File: src/rtl/tsl_pkg.sv
// ----------------------------------------------------------------------------
// tsl_pkg
// shared types and constants for the thruster slew limiter
// ----------------------------------------------------------------------------
package tsl_pkg;

  localparam int TIMER_BITS = 16;
  localparam int TPS_W      = 16;
  localparam int CHANNELS   = 5;
  localparam int SPEED_W    = 8;
  localparam int DUTY_W     = SPEED_W + 1;
  localparam int STEP_W     = 8;
  localparam int STEP_SAT   = 255;
  localparam int TPS_RESET  = 1000;
  localparam int QDEPTH     = 2;
  localparam int QAW        = (QDEPTH > 1) ? $clog2(QDEPTH) : 1;
  localparam int REM_W      = ((TIMER_BITS > TPS_W) ? TIMER_BITS : TPS_W) + 1;
  localparam int PROD_W     = STEP_W + TPS_W;
  localparam int CH_W       = $clog2(CHANNELS);
  localparam int DCNT_W     = $clog2(TIMER_BITS);

  typedef enum logic [1:0] {
    OP_SET   = 2'd0,
    OP_TICK  = 2'd1,
    OP_ALIVE = 2'd2
  } op_t;

  typedef enum logic {
    CMD_SET  = 1'b0,
    CMD_TICK = 1'b1
  } cmd_kind_t;

  typedef struct packed {
    cmd_kind_t                   kind;
    logic [CHANNELS-1:0]         mask;
    logic signed [SPEED_W-1:0]   speed;
    logic [TIMER_BITS-1:0]       now;
  } cmd_t;

  typedef struct packed {
    logic full;
    logic empty;
  } q_stat_t;

endpackage

File: src/rtl/tsl_ifs.sv
// ----------------------------------------------------------------------------
// tsl interfaces
// valid/ready channels for input words, result words and configuration
// ----------------------------------------------------------------------------
interface tsl_in_if;
  logic              valid;
  logic              ready;
  logic [1:0]        operation;
  logic [4:0]        motor_mask;
  logic signed [7:0] target_speed;
  logic [15:0]       timer_now;
  logic              alive_value;

  modport source (output valid, operation, motor_mask, target_speed, timer_now,
                  alive_value, input ready);
  modport sink   (input valid, operation, motor_mask, target_speed, timer_now,
                  alive_value, output ready);
endinterface

interface tsl_out_if;
  logic       valid;
  logic       ready;
  logic [8:0] duty_prop;
  logic       rev_prop;
  logic [8:0] duty_hbow;
  logic       rev_hbow;
  logic [8:0] duty_vbow;
  logic       rev_vbow;
  logic [8:0] duty_hstern;
  logic       rev_hstern;
  logic [8:0] duty_vstern;
  logic       rev_vstern;

  modport source (output valid, duty_prop, rev_prop, duty_hbow, rev_hbow, duty_vbow,
                  rev_vbow, duty_hstern, rev_hstern, duty_vstern, rev_vstern,
                  input ready);
  modport sink   (input valid, duty_prop, rev_prop, duty_hbow, rev_hbow, duty_vbow,
                  rev_vbow, duty_hstern, rev_hstern, duty_vstern, rev_vstern,
                  output ready);
endinterface

interface tsl_cfg_if;
  logic        valid;
  logic        ready;
  logic [15:0] data;

  modport source (output valid, data, input ready);
  modport sink   (input valid, data, output ready);
endinterface

File: src/rtl/tsl_front.sv
// ----------------------------------------------------------------------------
// tsl_front
// accepts input words, tracks the alive flag, queues ticks and, if alive, sets
// ----------------------------------------------------------------------------
module tsl_front (
  input  logic          clk,
  input  logic          rst_n,
  tsl_in_if.sink        in_ch,
  input  logic          q_full,
  output logic          push,
  output tsl_pkg::cmd_t cmd
);
  import tsl_pkg::*;

  logic alive_r;
  logic alive_nxt;
  logic acc;

  assign in_ch.ready = !q_full;
  assign acc         = in_ch.valid && !q_full;

  always_comb begin
    push      = 1'b0;
    alive_nxt = alive_r;
    cmd.kind  = CMD_SET;
    cmd.mask  = in_ch.motor_mask;
    cmd.speed = in_ch.target_speed;
    cmd.now   = TIMER_BITS'(in_ch.timer_now);
    case (op_t'(in_ch.operation))
      OP_SET: begin
        push = acc && alive_r;
      end
      OP_TICK: begin
        cmd.kind = CMD_TICK;
        push     = acc;
      end
      OP_ALIVE: begin
        if (acc) alive_nxt = in_ch.alive_value;
      end
      default: begin
        push = 1'b0;
      end
    endcase
  end

  always_ff @(posedge clk) begin
    if (!rst_n) begin
      alive_r <= 1'b1;
    end else begin
      alive_r <= alive_nxt;
    end
  end

endmodule

File: src/rtl/tsl_fifo.sv
// ----------------------------------------------------------------------------
// tsl_fifo
// short command queue between the front and the back
// ----------------------------------------------------------------------------
module tsl_fifo (
  input  logic            clk,
  input  logic            rst_n,
  input  logic            push,
  input  tsl_pkg::cmd_t   wdata,
  input  logic            pop,
  output tsl_pkg::cmd_t   rdata,
  output tsl_pkg::q_stat_t stat
);
  import tsl_pkg::*;

  cmd_t           mem_r [QDEPTH];
  logic [QAW-1:0] wp_r;
  logic [QAW-1:0] rp_r;
  logic [QAW:0]   cnt_r;
  logic           do_push;
  logic           do_pop;

  assign stat.full  = (cnt_r == (QAW+1)'(QDEPTH));
  assign stat.empty = (cnt_r == '0);
  assign do_push    = push && !stat.full;
  assign do_pop     = pop && !stat.empty;
  assign rdata      = mem_r[rp_r];

  always_ff @(posedge clk) begin
    if (do_push) mem_r[wp_r] <= wdata;
  end

  always_ff @(posedge clk) begin
    if (!rst_n) begin
      wp_r  <= '0;
      rp_r  <= '0;
      cnt_r <= '0;
    end else begin
      if (do_push) wp_r <= (wp_r == QAW'(QDEPTH-1)) ? '0 : wp_r + 1'b1;
      if (do_pop)  rp_r <= (rp_r == QAW'(QDEPTH-1)) ? '0 : rp_r + 1'b1;
      if (do_push && !do_pop) cnt_r <= cnt_r + 1'b1;
      else if (do_pop && !do_push) cnt_r <= cnt_r - 1'b1;
    end
  end

endmodule

File: src/rtl/tsl_back.sv
// ----------------------------------------------------------------------------
// tsl_back
// executes queued commands: target writes, timer divide, per-channel slew
// and the result register
// ----------------------------------------------------------------------------
module tsl_back (
  input  logic          clk,
  input  logic          rst_n,
  input  tsl_pkg::cmd_t cmd,
  input  logic          q_empty,
  output logic          pop,
  output logic          emit,
  tsl_cfg_if.sink       cfg_ch,
  tsl_out_if.source     out_ch
);
  import tsl_pkg::*;

  typedef enum logic [2:0] {
    B_IDLE,
    B_DIV,
    B_MUL,
    B_SLEW,
    B_EMIT
  } bstate_t;

  bstate_t                   st_r;
  logic signed [SPEED_W-1:0] tgt_r [CHANNELS];
  logic signed [SPEED_W-1:0] cur_r [CHANNELS];
  logic [TIMER_BITS-1:0]     last_r;
  logic [TPS_W-1:0]          tps_r;
  logic [REM_W-1:0]          rem_r;
  logic [TIMER_BITS-1:0]     quo_r;
  logic [DCNT_W-1:0]         dcnt_r;
  logic [STEP_W-1:0]         steps_r;
  logic [CH_W-1:0]           ch_r;
  logic                      ovalid_r;
  logic [DUTY_W-1:0]         duty_r [CHANNELS];
  logic [CHANNELS-1:0]       rev_r;

  logic [TPS_W-1:0]          tps_eff;
  logic [TIMER_BITS-1:0]     elapsed;
  logic [REM_W-1:0]          rem_sh;
  logic                      rem_ge;
  logic [STEP_W-1:0]         steps_sat;
  logic [PROD_W-1:0]         prod;
  logic signed [SPEED_W+1:0] cur_w;
  logic signed [SPEED_W+1:0] tgt_w;
  logic signed [SPEED_W+1:0] stp_w;
  logic signed [SPEED_W+1:0] mv_w;
  logic signed [SPEED_W+1:0] nxt_w;
  logic signed [SPEED_W-1:0] nxt_speed;
  logic                      out_free;

  assign cfg_ch.ready = 1'b1;
  assign tps_eff      = (tps_r == '0) ? TPS_W'(1) : tps_r;
  assign pop          = (st_r == B_IDLE) && !q_empty;
  assign emit         = (st_r == B_EMIT) && out_free;
  assign out_free     = !ovalid_r || out_ch.ready;

  // wrap rule: below the last time the span is one short of a full turn
  assign elapsed = (cmd.now >= last_r) ? cmd.now - last_r
                                       : cmd.now - last_r - 1'b1;

  assign rem_sh    = {rem_r[REM_W-2:0], quo_r[TIMER_BITS-1]};
  assign rem_ge    = (rem_sh >= REM_W'(tps_eff));
  assign steps_sat = (quo_r > TIMER_BITS'(STEP_SAT)) ? STEP_W'(STEP_SAT)
                                                     : STEP_W'(quo_r);
  assign prod      = PROD_W'(steps_sat) * PROD_W'(tps_eff);

  // slew of the selected channel
  always_comb begin
    cur_w = (SPEED_W+2)'(cur_r[ch_r]);
    tgt_w = (SPEED_W+2)'(tgt_r[ch_r]);
    stp_w = $signed((SPEED_W+2)'(steps_r));
    if (tgt_w > cur_w) begin
      mv_w  = cur_w + stp_w;
      nxt_w = (mv_w > tgt_w) ? tgt_w : mv_w;
    end else if (tgt_w < cur_w) begin
      mv_w  = cur_w - stp_w;
      nxt_w = (mv_w < tgt_w) ? tgt_w : mv_w;
    end else begin
      mv_w  = cur_w;
      nxt_w = cur_w;
    end
    // stop at zero before a change of direction
    if ((cur_w > 0 && nxt_w <= 0) || (cur_w < 0 && nxt_w >= 0)) nxt_w = '0;
    nxt_speed = SPEED_W'(nxt_w);
  end

  always_ff @(posedge clk) begin
    if (!rst_n) begin
      st_r     <= B_IDLE;
      last_r   <= '0;
      tps_r    <= TPS_W'(TPS_RESET);
      ovalid_r <= 1'b0;
      dcnt_r   <= '0;
      ch_r     <= '0;
      for (int k = 0; k < CHANNELS; k++) begin
        tgt_r[k] <= '0;
        cur_r[k] <= '0;
      end
    end else begin
      if (cfg_ch.valid) tps_r <= cfg_ch.data;
      if (ovalid_r && out_ch.ready && !emit) ovalid_r <= 1'b0;
      case (st_r)
        B_IDLE: begin
          if (!q_empty) begin
            if (cmd.kind == CMD_TICK) begin
              if (elapsed < TIMER_BITS'(tps_eff)) begin
                st_r <= B_EMIT;
              end else begin
                rem_r  <= '0;
                quo_r  <= elapsed;
                dcnt_r <= '0;
                st_r   <= B_DIV;
              end
            end else begin
              for (int k = 0; k < CHANNELS; k++) begin
                if (cmd.mask[k]) tgt_r[k] <= cmd.speed;
              end
            end
          end
        end
        B_DIV: begin
          rem_r  <= rem_ge ? rem_sh - REM_W'(tps_eff) : rem_sh;
          quo_r  <= {quo_r[TIMER_BITS-2:0], rem_ge};
          dcnt_r <= dcnt_r + 1'b1;
          if (dcnt_r == DCNT_W'(TIMER_BITS-1)) st_r <= B_MUL;
        end
        B_MUL: begin
          steps_r <= steps_sat;
          last_r  <= last_r + TIMER_BITS'(prod);
          ch_r    <= '0;
          st_r    <= B_SLEW;
        end
        B_SLEW: begin
          cur_r[ch_r] <= nxt_speed;
          ch_r        <= ch_r + 1'b1;
          if (ch_r == CH_W'(CHANNELS-1)) st_r <= B_EMIT;
        end
        B_EMIT: begin
          if (out_free) begin
            ovalid_r <= 1'b1;
            for (int k = 0; k < CHANNELS; k++) begin
              duty_r[k] <= {(cur_r[k][SPEED_W-1] ? SPEED_W'(-cur_r[k])
                                                 : SPEED_W'(cur_r[k])), 1'b0};
              rev_r[k]  <= cur_r[k][SPEED_W-1];
            end
            st_r <= B_IDLE;
          end
        end
        default: begin
          st_r <= B_IDLE;
        end
      endcase
    end
  end

  assign out_ch.valid       = ovalid_r;
  assign out_ch.duty_prop   = duty_r[0];
  assign out_ch.rev_prop    = rev_r[0];
  assign out_ch.duty_hbow   = duty_r[1];
  assign out_ch.rev_hbow    = rev_r[1];
  assign out_ch.duty_vbow   = duty_r[2];
  assign out_ch.rev_vbow    = rev_r[2];
  assign out_ch.duty_hstern = duty_r[3];
  assign out_ch.rev_hstern  = rev_r[3];
  assign out_ch.duty_vstern = duty_r[4];
  assign out_ch.rev_vstern  = rev_r[4];

endmodule

File: src/rtl/thruster_slew_limiter.sv
// ----------------------------------------------------------------------------
// thruster_slew_limiter
// five-channel thruster slew limiter: front classifies words into a short
// command queue, back runs the timer divide and the channel updates
// a tick word that takes a step passes a restoring divide, one multiply and
//   five channel updates before its result; with no step it goes straight out
// the back finishes a tick before it pops another command; sets are queued
// reset: synchronous, clears targets, speeds and last time, alive flag to one,
//   ticks_per_step to 1000; no clearing pass
// ----------------------------------------------------------------------------
module thruster_slew_limiter (
  input  logic      clk,
  input  logic      rst_n,
  tsl_in_if.sink    in_ch,
  tsl_out_if.source out_ch,
  tsl_cfg_if.sink   cfg_ch
);
  import tsl_pkg::*;

  cmd_t    push_cmd;
  cmd_t    head_cmd;
  logic    push;
  logic    pop;
  logic    emit;
  q_stat_t q_stat;

  tsl_front u_front (
    .clk    (clk),
    .rst_n  (rst_n),
    .in_ch  (in_ch),
    .q_full (q_stat.full),
    .push   (push),
    .cmd    (push_cmd)
  );

  tsl_fifo u_fifo (
    .clk   (clk),
    .rst_n (rst_n),
    .push  (push),
    .wdata (push_cmd),
    .pop   (pop),
    .rdata (head_cmd),
    .stat  (q_stat)
  );

  tsl_back u_back (
    .clk     (clk),
    .rst_n   (rst_n),
    .cmd     (head_cmd),
    .q_empty (q_stat.empty),
    .pop     (pop),
    .emit    (emit),
    .cfg_ch  (cfg_ch),
    .out_ch  (out_ch)
  );

  a_q_consistent: assert property (@(posedge clk) disable iff (!rst_n)
    !(q_stat.full && q_stat.empty))
    else $error("queue full and empty together");

  a_pop_nonempty: assert property (@(posedge clk) disable iff (!rst_n)
    pop |-> !q_stat.empty)
    else $error("pop from empty queue");

  a_no_cmd: assert property (@(posedge clk) disable iff (!rst_n)
    (in_ch.valid && in_ch.ready && in_ch.operation != OP_SET &&
     in_ch.operation != OP_TICK) |-> !push)
    else $error("command queued for a word without one");

  a_emit_src: assert property (@(posedge clk) disable iff (!rst_n)
    $rose(out_ch.valid) |-> $past(emit))
    else $error("result word without emit");

endmodule

File: src/flat_wrapper.sv
// flat-port wrapper written by rule: the top's interface ports become plain ports
module thruster_slew_limiter_flat import tsl_pkg::*;
  (clk, rst_n, in_ch_valid, in_ch_operation, in_ch_motor_mask, in_ch_target_speed, in_ch_timer_now, in_ch_alive_value, in_ch_ready, out_ch_valid, out_ch_duty_prop, out_ch_rev_prop, out_ch_duty_hbow, out_ch_rev_hbow, out_ch_duty_vbow, out_ch_rev_vbow, out_ch_duty_hstern, out_ch_rev_hstern, out_ch_duty_vstern, out_ch_rev_vstern, out_ch_ready, cfg_ch_valid, cfg_ch_data, cfg_ch_ready);
  tsl_in_if in_ch_i ();
  tsl_out_if out_ch_i ();
  tsl_cfg_if cfg_ch_i ();
  input  logic clk;
  input  logic rst_n;
  input wire logic [$bits(in_ch_i.valid)-1:0] in_ch_valid;
  input wire logic [$bits(in_ch_i.operation)-1:0] in_ch_operation;
  input wire logic [$bits(in_ch_i.motor_mask)-1:0] in_ch_motor_mask;
  input wire logic [$bits(in_ch_i.target_speed)-1:0] in_ch_target_speed;
  input wire logic [$bits(in_ch_i.timer_now)-1:0] in_ch_timer_now;
  input wire logic [$bits(in_ch_i.alive_value)-1:0] in_ch_alive_value;
  output wire logic [$bits(in_ch_i.ready)-1:0] in_ch_ready;
  output wire logic [$bits(out_ch_i.valid)-1:0] out_ch_valid;
  output wire logic [$bits(out_ch_i.duty_prop)-1:0] out_ch_duty_prop;
  output wire logic [$bits(out_ch_i.rev_prop)-1:0] out_ch_rev_prop;
  output wire logic [$bits(out_ch_i.duty_hbow)-1:0] out_ch_duty_hbow;
  output wire logic [$bits(out_ch_i.rev_hbow)-1:0] out_ch_rev_hbow;
  output wire logic [$bits(out_ch_i.duty_vbow)-1:0] out_ch_duty_vbow;
  output wire logic [$bits(out_ch_i.rev_vbow)-1:0] out_ch_rev_vbow;
  output wire logic [$bits(out_ch_i.duty_hstern)-1:0] out_ch_duty_hstern;
  output wire logic [$bits(out_ch_i.rev_hstern)-1:0] out_ch_rev_hstern;
  output wire logic [$bits(out_ch_i.duty_vstern)-1:0] out_ch_duty_vstern;
  output wire logic [$bits(out_ch_i.rev_vstern)-1:0] out_ch_rev_vstern;
  input wire logic [$bits(out_ch_i.ready)-1:0] out_ch_ready;
  input wire logic [$bits(cfg_ch_i.valid)-1:0] cfg_ch_valid;
  input wire logic [$bits(cfg_ch_i.data)-1:0] cfg_ch_data;
  output wire logic [$bits(cfg_ch_i.ready)-1:0] cfg_ch_ready;
  assign in_ch_i.valid = in_ch_valid;
  assign in_ch_i.operation = in_ch_operation;
  assign in_ch_i.motor_mask = in_ch_motor_mask;
  assign in_ch_i.target_speed = in_ch_target_speed;
  assign in_ch_i.timer_now = in_ch_timer_now;
  assign in_ch_i.alive_value = in_ch_alive_value;
  assign in_ch_ready = in_ch_i.ready;
  assign out_ch_valid = out_ch_i.valid;
  assign out_ch_duty_prop = out_ch_i.duty_prop;
  assign out_ch_rev_prop = out_ch_i.rev_prop;
  assign out_ch_duty_hbow = out_ch_i.duty_hbow;
  assign out_ch_rev_hbow = out_ch_i.rev_hbow;
  assign out_ch_duty_vbow = out_ch_i.duty_vbow;
  assign out_ch_rev_vbow = out_ch_i.rev_vbow;
  assign out_ch_duty_hstern = out_ch_i.duty_hstern;
  assign out_ch_rev_hstern = out_ch_i.rev_hstern;
  assign out_ch_duty_vstern = out_ch_i.duty_vstern;
  assign out_ch_rev_vstern = out_ch_i.rev_vstern;
  assign out_ch_i.ready = out_ch_ready;
  assign cfg_ch_i.valid = cfg_ch_valid;
  assign cfg_ch_i.data = cfg_ch_data;
  assign cfg_ch_ready = cfg_ch_i.ready;
  thruster_slew_limiter u_core (.clk(clk), .rst_n(rst_n), .in_ch(in_ch_i), .out_ch(out_ch_i), .cfg_ch(cfg_ch_i));
endmodule
File: config.mk
export PLATFORM = sky130hd
export DESIGN_NAME = thruster_slew_limiter_flat
export DESIGN_NICKNAME = d
export VERILOG_FILES = /design/src/rtl/tsl_pkg.sv /design/src/rtl/tsl_ifs.sv /design/src/rtl/tsl_front.sv /design/src/rtl/tsl_fifo.sv /design/src/rtl/tsl_back.sv /design/src/rtl/thruster_slew_limiter.sv /design/src/flat_wrapper.sv
export SDC_FILE = /design/constraint.sdc
export NUM_CORES = 1
export LEC_CHECK = 0
export BUFFER_PORTS_ARGS = -buffer_cell sky130_fd_sc_hd__buf_2
export CAP_MARGIN = 5
export CORE_MARGIN = 4
export CORE_UTILIZATION = 45
export CTS_CLUSTER_DIAMETER = 50
export CTS_CLUSTER_SIZE = 8
export DETAILED_ROUTE_END_ITERATION = 8
export SYNTH_ARGS = -nofsm -noshare
export SYNTH_HDL_FRONTEND = slang
export SYNTH_SLANG_ARGS = --single-unit
export TNS_END_PERCENT = 20
File: constraint.sdc
create_clock -name clk -period 9.1 [get_ports clk]
set_input_delay 0.91 -clock clk [delete_from_list [all_inputs] [get_ports clk]]
set_output_delay 0.91 -clock clk [all_outputs]
set_load 0.005 [all_outputs]
### Word-level counts from Yosys, hierarchy flattened

Memories as Yosys holds them, arrays and structs flattened. A register that Yosys moved wholly into a read port is not among the register bits.
Cells that the tools add are included.

| storage, ports and cells | value |
|---|---|
| register bits | 93 |
| latch bits | 0 |
| memory bits (writable) | 180 |
| bits in read-only memories | 0 |
| input port bits | 53 |
| output and inout port bits | 53 |
| word-level logic and storage cells | 199 |
| memories kept | 4 |

| operators by class | value |
|---|---|
| $add $sub $neg | 17 |
| multiply operators | 1 |
| divide/modulo/power cells | 0 |
| $lt $le $gt $ge | 12 |
| eq/ne operators | 15 |
| shift-type cells | 0 |
| multiplexer cells | 97 |
| bitwise operators | 5 |
| reductions and logical operators | 34 |

Memories:

| name | words | width | rd ports | clocked after Yosys merged registers in | wr ports | RTL line | source |
|---|---|---|---|---|---|---|---|
| u_core.u_fifo.mem_r | 2 | 30 | 1 | 1 | 1 | tsl_fifo.sv:16 | `cmd_t mem_r [QDEPTH];` |
| u_core.u_back.cur_r | 5 | 8 | 6 | 1 | 5 | tsl_back.sv:28 | `logic signed [SPEED_W-1:0] cur_r [CHANNELS];` |
| u_core.u_back.duty_r | 5 | 8 | 5 | 0 | 5 | tsl_back.sv:37 | `logic [DUTY_W-1:0] duty_r [CHANNELS];` |
| u_core.u_back.tgt_r | 5 | 8 | 1 | 1 | 5 | tsl_back.sv:27 | `logic signed [SPEED_W-1:0] tgt_r [CHANNELS];` |

Operators with widths:

| cell | count |
|---|---|
| 16-bit two-way mux | 9 |
| 8-bit two-way mux | 13 |
| 16-bit one-hot mux with 2 select lines | 2 |
| 1-bit two-way mux | 49 |
| 10-bit two-way mux | 4 |
| 8-bit negator | 5 |
| 3-bit two-way mux | 11 |
| 16-bit subtractor | 2 |
| 17-bit by 16-bit >= comparator with 1-bit output | 1 |
| 16-bit adder | 1 |
| 16-bit >= comparator | 1 |
| 16-bit by 8-bit > comparator with 1-bit output (second input constant) | 1 |
| 16-bit logical NOT | 1 |
| 16-bit less-than comparator | 1 |
| 8-bit by 16-bit multiplier with 16-bit output | 1 |
| 16-bit by 1-bit subtractor with 16-bit output (second input constant) | 1 |
| 3-bit one-hot mux with 5 select lines | 1 |
| 1-bit logical AND | 12 |
| 4-bit two-way mux | 3 |
| 8-bit by 9-bit adder with 10-bit output | 1 |
| 10-bit by 1-bit >= comparator with 1-bit output (second input constant) | 1 |
| 10-bit by 8-bit > comparator with 1-bit output | 1 |
| 10-bit by 1-bit <= comparator with 1-bit output (second input constant) | 1 |
| 10-bit by 8-bit less-than comparator with 1-bit output | 1 |
| other kinds (33) | 57 |

### Logic depth before layout (Yosys ltp)

| logic depth | value |
|---|---|
| word-level depth | 10 |
| gate-level depth with buffers | 28 |
| mapped depth without buffers | 24 |

### Hierarchy

A second synthesis with hierarchy kept.

| second synthesis, totals | value |
|---|---|
| cells, all modules | 1,890 |
| area total of the unflattened synthesis | 20,086.8 um2 |

Modules (own cells, without submodules):

| module | times used | cells an instance | area each (um2) | seq. area each (um2) |
|---|---|---|---|---|
| tsl_back | 1 | 1,734 | 17,402.9 | 6,596.3 |
| tsl_fifo | 1 | 118 | 2,388.5 | 1,901.8 |
| tsl_front | 1 | 38 | 295.3 | 20.0 |

### Worst setup path after synthesis

Ideal clock, no wire load.

| timing path | value |
|---|---|
| path kind | register -> register |
| start | register with a tool-made name |
| end | register u_core.u_back.quo_r[0] (enable) |
| setup time | 392 ps |
| arrival | 5,377 ps |
| data required time | 8,708 ps |
| setup slack | 3,331 ps |
| stages on the path, launching flop included | 22 |
| path buffers | 2 |
| clock period less this slack | 5,769 ps |
| cell sequence | dfxtp_1 > clkbuf_1 > buf_1 > mux2i_1 > ha_1 > inv_1 > fa_1 > a211oi_4 > o21ai_1 > a22oi_2 > o211a_4 > o2111ai_2 > nand4bb_1 > or4_1 > nand3_1 > nand2_1 > ha_1 > nand4_1 > o21ai_0 > a31o_2 > o211a_1 > and2_1 |

RTL lines:

| item | RTL line | source |
|---|---|---|
| end signal, assigned | tsl_back.sv:113 | `quo_r <= elapsed;` |
| end signal, assigned | tsl_back.sv:126 | `quo_r <= {quo_r[TIMER_BITS-2:0], rem_ge};` |
| end, declared | tsl_back.sv:32 | `logic [TIMER_BITS-1:0] quo_r;` |

==> flow_metrics.py <==
metrics = {
    "clock_tree": {
        "clock-sinks": 301,
        "cts_resized": 0,
        "numCtsBuffers": 49,
        "post_cts_buffers": 0,
        "cts_buffer_depth": 3,
        "h-tree-depth": 2,
        "cts_tree": "yes",
        "clk_pin_slew_ns": 0.05,
        "ctsRootBufferMaster": "clkbuf_16",
        "worstSkewPairLatency_ns": 0.59,
        "cts_hold_buf": 0,
    },
    "routing": {
        "drtAntennaViolNets": 0,
        "drc": 0,
        "routed.top_layer": "met4",
        "num_vias": 14000,
        "drt-wirelength-per-cell_um": 18.8,
        "first_pass_iters": 5,
        "initialDrtViolationCount": 1070,
        "wl_met1_mm": 22.6,
        "drt-total-wl_mm": 48.7,
        "wl_met2_mm": 21.5,
        "met3_length_mm": 3.53,
        "post_drt_via_cell_ratio": 5.41,
    },
    "timing": {
        "rsz0062_at_grt": "false",
        "hold_viol_final": 0,
        "tns_ns": 0,
        "finalSetupViolCount": 0,
        "tightest_slew_ns": 1.14,
        "slew_violations": 0,
        "maxSlewHeadroom": 0.240,
        "fin_skew_ns": 0.0261,
        "fin_crit_sh": 0.727,
        "max_freq_mhz": 151,
        "min_period_ns": 6.62,
    },
    "setup_path": {
        "path_cells": "mux4_2 > mux2i_1 > inv_1 > ha_1 > o21a_1 > o31a_1 > o311ai_0 > a21oi_1 > xnor2_1 > ha_1 > a211oi_1 > o21a_1 > o21ai_0 > o21ai_0 > nand2_1 > mux2_2 > mux2i_1 > nand2b_1 > inv_1",
        "path_max_fanout": 16,
        "start_kind": "flop",
        "ff2ff_path_depth": 19,
        "critPathCaptureType": "flop",
        "crit_slowest_cell": "dfxtp_1",
        "arrival_ns": 6.94,
        "cp_slowest_stage_delay_ns": 0.94,
        "crit_type": "flop to flop",
        "cp.required_ns": 9.43,
    },
    "synthesis": {
        "ys_top_cells_by_count": "edfxtp_1, inv_1, nor2_1",
        "yosysMostFrequentCell": "edfxtp_1",
        "ys_ff_latch": 301,
        "synthArstFlopShare": 0,
        "muxShareOfSynthArea": 0.0737,
        "synth_top_cell_by_area": "edfxtp_1",
        "synth_compound_area_frac": 0.0994,
        "synthAdderAreaFrac": 0.160,
        "postSynthCellCount": 1854,
        "synth_top_area_frac": 0.377,
        "synthFlopType": "edfxtp_1",
        "synth-edff-count": 249,
        "yosys_warnings": 0,
        "synth_top_family_by_area": "adder cells",
        "synth-seq-area-share": 0.430,
        "yosysUniqueCellTypes": 91,
        "syn_area_um2": 19800,
        "netlist_top_cells_area": "edfxtp_1, ha_1, fa_1, dfxtp_1, inv_1",
        "synth_xor_area_frac": 0.0440,
        "yosys.area_share.simple": 0.136,
        "synth_area_per_cell_um2": 10.7,
    },
    "grt": {
        "grt_max_degree": 50,
        "antenna_found_initial": 0,
        "grt_pass1_wl_mm": 77.2,
        "grt_pass1_vias": 14000,
        "grt_remaining_overflow": 0,
        "grt_use_total": 0.206,
    },
    "final_layout": {
        "design_area_um2": 22500,
        "multi_input_area_um2": 10200,
        "num-fill-cells": 3840,
        "seqCellArea_um2": 8520,
        "nets": 2220,
        "final-instance-count-excl-fill": 2584,
        "post_route_cells_drive_above_1_share": 0.134,
        "diodes": 0,
        "syn_to_final_growth_pct": 13.5,
    },
    "power": {
        "vdd_ir_drop_max_uv": 136,
        "p_total_w": 0.00569,
        "p_leak_nw": 9.20,
        "p_per_area_nw_per_um2": 253,
    },
    "floorplan": {
        "dieArea_um2": 47500,
        "die_w_um": 218,
        "io_pins": 106,
        "fp.dieH_um": 218,
        "start_util": 0.458,
        "core_area_um2": 43300,
        "num_rows": 76,
    },
    "status": {
        "status": "finished, final reports clean",
    },
    "placed_design": {
        "dp.cells": 2494,
        "portBuffers": 99,
        "dpl-instance-area_um2": 20900,
        "gp_congestion": 0.898,
        "place_hpwl_mm": 36.9,
    },
    "min_path": {
        "hp-class": "flop to flop",
        "hold_path_depth": 2,
    },
    "run": {
        "maxCapViolCount": 0,
    },
}
[where the power goes]
part | switching, W | total (W) | internal [W] | leakage (nW)
clock | 0.000661 | 0.00174 | 0.00108 | 0.736
sequential | 0.0000819 | 0.00176 | 0.00168 | 2.78
combinational | 0.00126 | 0.00219 | 0.000929 | 5.69
[sequential cells by signal, indices dropped and copies added, names as in the netlist, 16 cells and up, named ones only]
signal / cells
u_core.u_back.cur_r: 64
u_core.u_back.duty_r: 40
u_core.u_back.last_r: 16
u_core.u_back.quo_r: 16
u_core.u_back.rem_r: 16
u_core.u_back.tgt_r: 40
u_core.u_back.tps_r: 16
u_core.u_fifo.mem_r: 60
[logic make-up after synthesis]
logic type / Yosys count
compound gates: 278
xor+xnor: 98
fa+ha+maj: 207
buf+inv: 284
flops: 301
mux: 116
other cells: 2
simple gates: 568
[critical path, delay by kind of cell, from the launching register on]
kind                     cells  cell delay [ns]
multiplexers                 4             1.64
buffers and inverters        2             0.25
AND/OR/NAND/NOR              2             0.52
XOR/XNOR                     1             0.34
AO/OA/AOI/OAI                8             1.91
flip-flops                   1             0.94
adder cells (fa/ha/maj)      2             0.74
[final timing paths]
kind / endpoint / startpoint / slack, ns
hold / removal: u_core.u_back.last_r[4]$_SDFFE_PN0N_ / u_core.u_back.last_r[4]$_SDFFE_PN0N_ / 0.46
hold reg to reg: u_core.u_back.last_r[4]$_SDFFE_PN0N_ / u_core.u_back.last_r[4]$_SDFFE_PN0N_ / 0.46
setup reg to reg: u_core.u_back.cur_r[5][6]$_DFFE_PP_ / flop / 2.48
setup / recovery: u_core.u_back.cur_r[5][6]$_DFFE_PP_ / flop / 2.48
[cell type report]
type / instances / share of cell area
flip-flops and latches: 301 / 0.379
multi-input cells: 1273 / 0.455
inverters: 218 / 0.0364
clock inverters: 11 / 0.00668
clock buffers: 79 / 0.0622
well taps: 585 / 0.0325
repair buffers: 117 / 0.0280
[per-stage QoR]
stage               setup slack, ns  hold WS (ns)   util
detailed placement             2.53         0.458  0.484
finish                         2.48         0.460  0.520
global route                   1.86         0.482  0.520
floorplan                      3.33         0.425      -
CTS                            2.50         0.466  0.520
global placement               2.67         0.438  0.484
[metal layers]
| metal | vias up | GRT usage |
|---|---|---|
| met3 | 76 | 0.0443 |
| met1 | 6750 | 0.297 |
| met2 | 413 | 0.320 |
| met5 | - | 0 |
| met4 | 0 | 0.0503 |
| li1 | 6752 | - |
[cell usage in the layout (no fill, tap or decap), drive strengths merged, types with 13 or more instances in the layout]
cell type  instances
edfxtp           249
inv              219
nor2             189
nand2            155
ha               129
buf              117
clkbuf            79
xnor2             78
fa                78
o21ai             66
mux2i             65
a21oi             55
dfxtp             52
mux2              30
nor2b             30
nand3             28
or3               26
nor3              26
nand2b            25
mux4              21
xor2              19
a21o              17
nand4             16
a22o              13
a211oi            13
(Power assumes the default switching activity.)
